==> config.mk <==
export PLATFORM = sky130hd
export DESIGN_NAME = pixel_alpha_tint_compositor
export DESIGN_NICKNAME = d
export VERILOG_FILES = /design/src/hdl/patc_pkg.sv /design/src/hdl/pixel_alpha_tint_compositor.sv
export VERILOG_INCLUDE_DIRS = /design/src /design/src/hdl
export SDC_FILE = /design/constraint.sdc
export NUM_CORES = 2
export LEC_CHECK = 0
export BUFFER_PORTS_ARGS = -buffer_cell sky130_fd_sc_hd__buf_2
export CORE_UTILIZATION = 60
export CTS_CLUSTER_SIZE = 20
export DETAILED_ROUTE_END_ITERATION = 7
export PLACE_DENSITY = 0.77
export SLEW_MARGIN = 40
export SYNTH_ARGS = -nofsm -noshare
export SYNTH_HDL_FRONTEND = slang
export SYNTH_SLANG_ARGS = --single-unit
==> constraint.sdc <==
create_clock -name clk_i -period 10.9 [get_ports clk_i]
set_clock_uncertainty 0.05 [all_clocks]
set_input_delay 0 -clock clk_i [delete_from_list [all_inputs] [get_ports clk_i]]
set_output_delay 0 -clock clk_i [all_outputs]
set_load 0.02 [all_outputs]
==> src/hdl/pixel_alpha_tint_compositor_macros.svh <==
// ----------------------------------------------------------------------------
// Assertion macros for the pixel alpha tint compositor.
// Concurrent checks clocked on clk_i and disabled while rst_ni is low.
// ----------------------------------------------------------------------------
`ifndef PIXEL_ALPHA_TINT_COMPOSITOR_MACROS_SVH
`define PIXEL_ALPHA_TINT_COMPOSITOR_MACROS_SVH

// The consequent must hold in the same cycle as the antecedent.
`define PATC_ASSERT_SAME(label, ante, cons) \
  label: assert property (@(posedge clk_i) disable iff (!rst_ni) (ante) |-> (cons)) \
    else $error("compositor check failed");

// The consequent must hold in the cycle after the antecedent.
`define PATC_ASSERT_NEXT(label, ante, cons) \
  label: assert property (@(posedge clk_i) disable iff (!rst_ni) (ante) |=> (cons)) \
    else $error("compositor check failed");

`endif

==> src/hdl/patc_pkg.sv <==
// ----------------------------------------------------------------------------
// patc_pkg
// Shared constants and arithmetic helpers of the pixel alpha tint compositor.
// ----------------------------------------------------------------------------
package patc_pkg;

  localparam int unsigned ChanW   = 8;
  localparam int unsigned ProdW   = 2 * ChanW;
  localparam int unsigned NumChan = 3;   // 0 blue, 1 green, 2 red
  localparam int unsigned CfgIdxW = 3;

  // Mode codes.
  localparam logic [1:0] CMD_BLEND  = 2'd0;
  localparam logic [1:0] CMD_TINT   = 2'd1;
  localparam logic [1:0] CMD_COPY   = 2'd2;
  localparam logic [1:0] CMD_INVERT = 2'd3;

  // Configuration register indexes.
  localparam logic [CfgIdxW-1:0] REG_OPACITY    = 3'd0;
  localparam logic [CfgIdxW-1:0] REG_TINT_RED   = 3'd1;
  localparam logic [CfgIdxW-1:0] REG_TINT_GREEN = 3'd2;
  localparam logic [CfgIdxW-1:0] REG_TINT_BLUE  = 3'd3;

  localparam logic [ChanW-1:0] CHAN_MAX = 8'd255;

  // How the final stage forms a channel.
  localparam logic [2:0] KIND_SHIFT = 3'd0;  // mixed sum shifted right by 8
  localparam logic [2:0] KIND_DIV   = 3'd1;  // mixed sum divided by 255
  localparam logic [2:0] KIND_SRC   = 3'd2;  // source passes through
  localparam logic [2:0] KIND_DST   = 3'd3;  // destination passes through
  localparam logic [2:0] KIND_INV   = 3'd4;  // destination inverted

  typedef logic [NumChan-1:0][ChanW-1:0] pixel_t;
  typedef logic [NumChan-1:0][ProdW-1:0] prod_t;

  // Exact floor(x / 255) for any x up to 255 * 255, with two adds and a shift.
  function automatic logic [ChanW-1:0] div255(input logic [ProdW-1:0] x);
    logic [ProdW:0] t;
    t = {1'b0, x} + {{(ChanW+1){1'b0}}, x[ProdW-1:ChanW]} + {{ProdW{1'b0}}, 1'b1};
    return t[ProdW-1:ChanW];
  endfunction

endpackage

==> src/hdl/pixel_alpha_tint_compositor.sv <==
// ----------------------------------------------------------------------------
// pixel_alpha_tint_compositor
// Four-stage pipelined BGR888 compositor with blend, tint, copy and invert
// modes. One item enters per clock while in_stall_o is low. Items flow
// through four register stages: the first forms the source-by-tint and
// alpha-by-opacity products, the second reduces them to the tinted source
// and the effective opacity and decides how the pixel is formed, the third
// forms the destination and source weight products, and the fourth adds
// them and scales the sum by 1/256 or 1/255, or passes the source or the
// destination through or inverts the destination, and holds the result for
// the consumer. The sustained rate is one item per cycle while the output
// is not stalled, because every stage can take a new item as soon as it
// hands its own on. A stall on the output freezes only the full stages in
// front of it, so bubbles are squeezed out and the input keeps accepting
// until every stage holds an item. The opacity and tint registers reset to
// 255 and are meant to be written only while no item is in flight.
// ----------------------------------------------------------------------------
`include "pixel_alpha_tint_compositor_macros.svh"

module pixel_alpha_tint_compositor (
  input  logic                           clk_i,
  input  logic                           rst_ni,
  // Input item channel.
  input  logic                           in_valid_i,
  output logic                           in_stall_o,
  input  logic [1:0]                     cmd_i,
  input  logic [patc_pkg::ChanW-1:0]     dst_blue_i,
  input  logic [patc_pkg::ChanW-1:0]     dst_green_i,
  input  logic [patc_pkg::ChanW-1:0]     dst_red_i,
  input  logic [patc_pkg::ChanW-1:0]     src_blue_i,
  input  logic [patc_pkg::ChanW-1:0]     src_green_i,
  input  logic [patc_pkg::ChanW-1:0]     src_red_i,
  input  logic [patc_pkg::ChanW-1:0]     src_alpha_i,
  input  logic                           src_has_alpha_i,
  // Result item channel.
  output logic                           out_valid_o,
  input  logic                           out_stall_i,
  output logic [patc_pkg::ChanW-1:0]     out_blue_o,
  output logic [patc_pkg::ChanW-1:0]     out_green_o,
  output logic [patc_pkg::ChanW-1:0]     out_red_o,
  // Configuration write channel.
  input  logic                           cfg_valid_i,
  output logic                           cfg_ready_o,
  input  logic [patc_pkg::CfgIdxW-1:0]   cfg_index_i,
  input  logic [patc_pkg::ChanW-1:0]     cfg_data_i
);

  // --------------------------------------------------------------------------
  // Configuration registers. Writes are always accepted; an index
  // beyond the register list is accepted and ignored.
  // --------------------------------------------------------------------------
  logic [patc_pkg::ChanW-1:0] opacity_q;
  patc_pkg::pixel_t           tint_q;

  assign cfg_ready_o = 1'b1;

  always_ff @(posedge clk_i or negedge rst_ni) begin
    if (!rst_ni) begin
      opacity_q <= patc_pkg::CHAN_MAX;
      tint_q    <= {patc_pkg::NumChan{patc_pkg::CHAN_MAX}};
    end else if (cfg_valid_i && cfg_ready_o) begin
      case (cfg_index_i)
        patc_pkg::REG_OPACITY:    opacity_q <= cfg_data_i;
        patc_pkg::REG_TINT_RED:   tint_q[2] <= cfg_data_i;
        patc_pkg::REG_TINT_GREEN: tint_q[1] <= cfg_data_i;
        patc_pkg::REG_TINT_BLUE:  tint_q[0] <= cfg_data_i;
        default: ;
      endcase
    end
  end

  // --------------------------------------------------------------------------
  // Pipeline flow control. A stage may load when it is empty or when the
  // stage after it is loading too.
  // --------------------------------------------------------------------------
  logic v1_q, v2_q, v3_q, v4_q;
  logic rdy1, rdy2, rdy3, rdy4;

  assign rdy4       = !v4_q || !out_stall_i;
  assign rdy3       = !v3_q || rdy4;
  assign rdy2       = !v2_q || rdy3;
  assign rdy1       = !v1_q || rdy2;
  assign in_stall_o = !rdy1;

  always_ff @(posedge clk_i or negedge rst_ni) begin
    if (!rst_ni) begin
      v1_q <= 1'b0;
      v2_q <= 1'b0;
      v3_q <= 1'b0;
      v4_q <= 1'b0;
    end else begin
      if (rdy1) v1_q <= in_valid_i;
      if (rdy2) v2_q <= v1_q;
      if (rdy3) v3_q <= v2_q;
      if (rdy4) v4_q <= v3_q;
    end
  end

  // --------------------------------------------------------------------------
  // Stage 1: source times tint per channel, and alpha times opacity.
  // --------------------------------------------------------------------------
  patc_pkg::pixel_t           in_dst, in_src;
  logic [1:0]                 s1_cmd_q;
  logic                       s1_has_alpha_q;
  logic [patc_pkg::ChanW-1:0] s1_opacity_q;
  patc_pkg::pixel_t           s1_dst_q, s1_src_q;
  patc_pkg::prod_t            s1_stint_q;
  logic [patc_pkg::ProdW-1:0] s1_aop_q;

  assign in_dst = {dst_red_i, dst_green_i, dst_blue_i};
  assign in_src = {src_red_i, src_green_i, src_blue_i};

  always_ff @(posedge clk_i) begin
    if (rdy1 && in_valid_i) begin
      s1_cmd_q       <= cmd_i;
      s1_has_alpha_q <= src_has_alpha_i;
      s1_opacity_q   <= opacity_q;
      s1_dst_q       <= in_dst;
      s1_src_q       <= in_src;
      for (int k = 0; k < patc_pkg::NumChan; k++) begin
        s1_stint_q[k] <= patc_pkg::ProdW'(in_src[k]) * patc_pkg::ProdW'(tint_q[k]);
      end
      s1_aop_q <= patc_pkg::ProdW'(src_alpha_i) * patc_pkg::ProdW'(opacity_q);
    end
  end

  // --------------------------------------------------------------------------
  // Stage 2: effective opacity, tinted source and the way the pixel is formed.
  // --------------------------------------------------------------------------
  logic [patc_pkg::ChanW-1:0] s2_op_d;
  logic [2:0]                 s2_kind_d;
  patc_pkg::pixel_t           s2_mixsrc_d;

  always_comb begin
    if (s1_cmd_q == patc_pkg::CMD_TINT) begin
      s2_op_d = s1_has_alpha_q ? patc_pkg::div255(s1_aop_q) : s1_opacity_q;
      for (int k = 0; k < patc_pkg::NumChan; k++) begin
        s2_mixsrc_d[k] = patc_pkg::div255(s1_stint_q[k]);
      end
    end else begin
      s2_op_d = s1_has_alpha_q ? s1_aop_q[patc_pkg::ProdW-1:patc_pkg::ChanW] : s1_opacity_q;
      s2_mixsrc_d = s1_src_q;
    end

    case (s1_cmd_q)
      patc_pkg::CMD_COPY:   s2_kind_d = patc_pkg::KIND_SRC;
      patc_pkg::CMD_INVERT: s2_kind_d = patc_pkg::KIND_INV;
      patc_pkg::CMD_TINT: begin
        s2_kind_d = (s1_opacity_q == '0) ? patc_pkg::KIND_DST : patc_pkg::KIND_DIV;
      end
      default: begin
        if (s1_opacity_q == '0) begin
          s2_kind_d = patc_pkg::KIND_DST;
        end else if (!s1_has_alpha_q && s1_opacity_q == patc_pkg::CHAN_MAX) begin
          // Full opacity without alpha is an exact copy of the source.
          s2_kind_d = patc_pkg::KIND_SRC;
        end else begin
          s2_kind_d = patc_pkg::KIND_SHIFT;
        end
      end
    endcase
  end

  logic [patc_pkg::ChanW-1:0] s2_op_q;
  logic [2:0]                 s2_kind_q;
  patc_pkg::pixel_t           s2_dst_q, s2_src_q, s2_mixsrc_q;

  always_ff @(posedge clk_i) begin
    if (rdy2 && v1_q) begin
      s2_op_q     <= s2_op_d;
      s2_kind_q   <= s2_kind_d;
      s2_dst_q    <= s1_dst_q;
      s2_src_q    <= s1_src_q;
      s2_mixsrc_q <= s2_mixsrc_d;
    end
  end

  // --------------------------------------------------------------------------
  // Stage 3: destination and source weight products per channel.
  // --------------------------------------------------------------------------
  logic [2:0]       s3_kind_q;
  patc_pkg::pixel_t s3_dst_q, s3_src_q;
  patc_pkg::prod_t  s3_pd_q, s3_ps_q;
  logic [patc_pkg::ChanW-1:0] s2_inv_op;

  assign s2_inv_op = patc_pkg::CHAN_MAX - s2_op_q;

  always_ff @(posedge clk_i) begin
    if (rdy3 && v2_q) begin
      s3_kind_q <= s2_kind_q;
      s3_dst_q  <= s2_dst_q;
      s3_src_q  <= s2_src_q;
      for (int k = 0; k < patc_pkg::NumChan; k++) begin
        s3_pd_q[k] <= patc_pkg::ProdW'(s2_dst_q[k]) * patc_pkg::ProdW'(s2_inv_op);
        s3_ps_q[k] <= patc_pkg::ProdW'(s2_mixsrc_q[k]) * patc_pkg::ProdW'(s2_op_q);
      end
    end
  end

  // --------------------------------------------------------------------------
  // Stage 4: sum, scale and select; this register faces the consumer.
  // The sum never exceeds 255 * 255, so 16 bits hold it.
  // --------------------------------------------------------------------------
  patc_pkg::pixel_t s4_res_d, s4_res_q;

  always_comb begin
    logic [patc_pkg::ProdW:0] sum;
    for (int k = 0; k < patc_pkg::NumChan; k++) begin
      sum = {1'b0, s3_pd_q[k]} + {1'b0, s3_ps_q[k]};
      case (s3_kind_q)
        patc_pkg::KIND_SHIFT: s4_res_d[k] = sum[patc_pkg::ProdW-1:patc_pkg::ChanW];
        patc_pkg::KIND_DIV:   s4_res_d[k] = patc_pkg::div255(sum[patc_pkg::ProdW-1:0]);
        patc_pkg::KIND_SRC:   s4_res_d[k] = s3_src_q[k];
        patc_pkg::KIND_INV:   s4_res_d[k] = ~s3_dst_q[k];
        default:              s4_res_d[k] = s3_dst_q[k];
      endcase
    end
  end

  always_ff @(posedge clk_i) begin
    if (rdy4 && v3_q) begin
      s4_res_q <= s4_res_d;
    end
  end

  assign out_valid_o = v4_q;
  assign out_blue_o  = s4_res_q[0];
  assign out_green_o = s4_res_q[1];
  assign out_red_o   = s4_res_q[2];

  // --------------------------------------------------------------------------
  // Assertions.
  // --------------------------------------------------------------------------
  // The input is held off only when every stage holds an item.
  `PATC_ASSERT_SAME(a_stall_only_when_full, in_stall_o, v1_q && v2_q && v3_q && v4_q)
  // A result held by the consumer is still present in the next cycle.
  `PATC_ASSERT_NEXT(a_held_result_kept, v4_q && out_stall_i, v4_q && $stable(s4_res_q))
  // An opacity write lands in the register.
  `PATC_ASSERT_NEXT(a_opacity_write,
    cfg_valid_i && cfg_ready_o && cfg_index_i == patc_pkg::REG_OPACITY,
    opacity_q == $past(cfg_data_i))

endmodule

==> results.yml <==
detailed_routing:
  viasPerCell: 5.55
  drtPass1Iterations: 8
  drc_errors: 0
  ant_nets: 0
  drtIter0Drc: 1568
  wl_per_cell_microns: 17.2
  wirelength_microns: 81300
  num_vias: 26200
grt:
  grt_max_degree: 84
  grt_usage_pct: 25.6
  first_global_vias: 26900
  grt_pass1_wl_microns: 135000
  antenna_found_initial: 0
  grt_overflow: 0
clocking:
  path_clk_slew_ns: 0.06
  clk_latency_ns: 0.59
  post-cts-setup-buffers: 0
  cts.sinks: 413
  htreeDepth: 2
  cts_made_buffers: 46
  cts.root.buffer_cell: "clkbuf_16"
  clk_path_buf_depth: 3
  cts_tree: "yes"
place:
  dp_hpwl_microns: 61300
  gp_congestion: 0.879
  pre_cts_slack_ns: 5.23
  dpl_cell_area_sq_mm: 0.0403
  portBuffers: 100
hold_path:
  hold_class: "primary input to register"
critical_path:
  endpoint_kind: "register"
  cpPeakStageDelay_ns: 0.76
  crit_slowest_cell: "edfxtp_1"
  start_kind: "register"
  path_common_cell: "fa_1"
  path_cells: "buf_4, nor2b_1, fa_1, fa_1, inv_1, fa_1, fa_1, inv_1, ha_1, inv_1, o21ai_0, a21oi_1, o21ai_0, a21oi_1, nor2b_1, o21a_1, or4_1, o311ai_0, xnor2_1"
  crit_required_ns: 11.18
  path_class: "register to register"
  crit_fanout: 24
  worstPathArrival_ns: 5.81
timing:
  fmax_mhz: 181
  fin_crit_ns: 5.53
  setup_viol: 0
  hold_viol_final: 0
  drv_slew: 0
  fin_ws_ns: 5.37
  timing.final.crit_share_pct: 50.7
  tightestPinTransition_ns: 0.871
  fin_setup_tns_ns: 0
  maxSlewHeadroom_pct: 41.3
  rsz0062_at_grt: "false"
run_status:
  status: "finished clean"
die:
  die_h_microns: 256
  die_x_microns: 256
  io_pins: 102
  initial_utilization_pct: 61.1
  core-area_sq_mm: 0.0634
  core.rowCount: 92
  die_area_sq_mm: 0.0656
logic_synthesis:
  yosysWarnings: 0
  synth_edf_count: 377
  ys_ff_latch: 413
  postSynthAreaPerCell_sq_um: 10.6
  synth-async-reset-ratio_pct: 8.72
  yosys_most_used_dff: "edfxtp_1"
  syn_area_sq_mm: 0.0388
  syn-num-nets: 4554
  syn-instance-count: 3674
  yosysUniqueCellTypes: 92
  yosysSeqAreaShare_pct: 31.6
layout:
  fin_util_pct: 67.1
  num-nets-final: 4728
  antenna_cells: 0
  stdcell_area_sq_mm: 0.0426
  drive_gt1_share_pct: 7.81
  area_delta_synth_final_pct: 9.78
run:
  cap_violations: 0
## cells in the final DEF (no fill, tap or decap), drive strengths merged, types with 7 or more instances in the layout
| cell | n |
|---|---|
| a21boi | 17 |
| a21o | 40 |
| a21oi | 119 |
| a22oi | 19 |
| a31oi | 7 |
| and2 | 346 |
| and3 | 10 |
| buf | 122 |
| clkbuf | 50 |
| clkinv | 19 |
| dfstp | 32 |
| dlygate4sd3 | 75 |
| edfxtp | 377 |
| fa | 363 |
| ha | 442 |
| inv | 603 |
| mux2 | 33 |
| nand2 | 229 |
| nand2b | 86 |
| nand3 | 18 |
| nand4 | 8 |
| nor2 | 112 |
| nor2b | 176 |
| nor3 | 34 |
| o211ai | 8 |
| o21a | 41 |
| o21ai | 141 |
| o22ai | 24 |
| o311ai | 7 |
| o41ai | 7 |
| or2 | 9 |
| or3 | 20 |
| xnor2 | 137 |
| xor2 | 50 |
## per-stage QoR
stage | cells | hold slack [ns]
floorplan | 3674 | -0.346
global placement | 4568 | 0.0808
detailed placement | 4569 | 0.0906
CTS | 4726 | 0.00111
global route | 4728 | 0.0424
finish | 4728 | 0.0471
## cells by family (layout without fill, tap and decap cells)
logic type | Yosys count | count (layout) | share of synthesized area (%)
adder cells (fa/ha/maj) | 807 | 807 | 33.1
flip-flops | 413 | 413 | 31.6
buffers and inverters | 668 | 876 | 6.48
other | 1 | 1 | 0.00967
multiplexers | 37 | 37 | 1.06
AO/OA/AOI/OAI | 487 | 487 | 8.22
AND/OR/NAND/NOR | 1073 | 1073 | 15.1
XOR/XNOR | 188 | 188 | 4.38
## cell usage after synthesis, drive strengths merged, types with 19 or more instances
cell type | number | share of area, %
a21o | 40 | 0.77
a21oi | 119 | 1.6
a22oi | 19 | 0.37
and2 | 346 | 5.6
clkbuf | 68 | 0.66
dfstp | 32 | 2.2
edfxtp | 377 | 29
fa | 363 | 19
ha | 442 | 14
inv | 597 | 5.8
mux2 | 33 | 0.96
nand2 | 229 | 2.2
nand2b | 86 | 1.4
nor2 | 112 | 1.1
nor2b | 176 | 2.8
nor3 | 34 | 0.49
o21a | 41 | 0.80
o21ai | 141 | 1.8
o22ai | 24 | 0.39
or3 | 20 | 0.32
xnor2 | 137 | 3.2
xor2 | 50 | 1.1
## cell type report
type	count	area, sq um
clock buffers	50	1170
clock inverters	32	334
fillers	4735	20900
inverters	597	2240
multi-input cells	2593	24000
flip-flops and latches	413	12300
well taps	846	1060
repair buffers	197	1460
## critical path, delay by kind of cell, from the launching register on
kind | cells | cell delay (ns)
fa+ha+maj | 5 | 2.23
compound gates | 6 | 0.98
flops | 1 | 0.76
simple gates | 3 | 0.58
buf+inv | 4 | 0.56
xor+xnor | 1 | 0.10
## metal layers
metal | share of wire (%) | routed length, microns | GRT usage [%] | up-vias
met1 | 44 | 35700 | 34.7 | 12900
met2 | 48 | 38700 | 42.7 | 720
met4 | 2.8 | 2260 | 8.23 | 0
met3 | 5.8 | 4750 | 3.28 | 136
li1 | - | - | - | 12500
met5 | 0 | 0 | 0 | -
## registers in the layout, summed over array words and instances, names as in the netlist, 2 cells and up
| name | flops |
|---|---|
| s1_opacity_q | 8 |
| out_blue_o | 8 |
| out_green_o | 8 |
| s3_src_q | 24 |
| out_red_o | 8 |
| s3_ps_q | 48 |
| s2_mixsrc_q | 24 |
| s1_dst_q | 24 |
| s3_dst_q | 24 |
| s1_cmd_q | 2 |
| s2_op_q | 8 |
| s3_kind_q | 3 |
| s3_pd_q | 48 |
| s1_aop_q | 16 |
| s1_stint_q | 48 |
| s2_src_q | 24 |
| s2_dst_q | 24 |
| opacity_q | 8 |
| tint_q | 24 |
| s2_kind_q | 3 |
| s1_src_q | 24 |
## repair_timing
| action | 4_1_cts | 5_1_grt |
|---|---|---|
| resized for setup | 0 | 0 |
| endpoints found under the hold margin | 155 | 0 |
| hold buffers | 75 | 0 |
## final timing paths
path	start	end	slack, ns	cells after the start
max in group asynchronous	rst_ni	v2_q	9.41	4
min	cfg_valid_i	opacity_q[2]	0.05	4
max	s2_op_q[2]	s3_pd_q[46]	5.37	19
min in group asynchronous	rst_ni	out_valid_o	0.42	3
max reg2reg	s2_op_q[2]	s3_pd_q[46]	5.37	19
min reg2reg	s2_src_q[10]	s3_src_q[10]	0.37	0
Power is not shown: default switching activity piles up to over one toggle a cycle in this logic, so the estimate is an artifact.
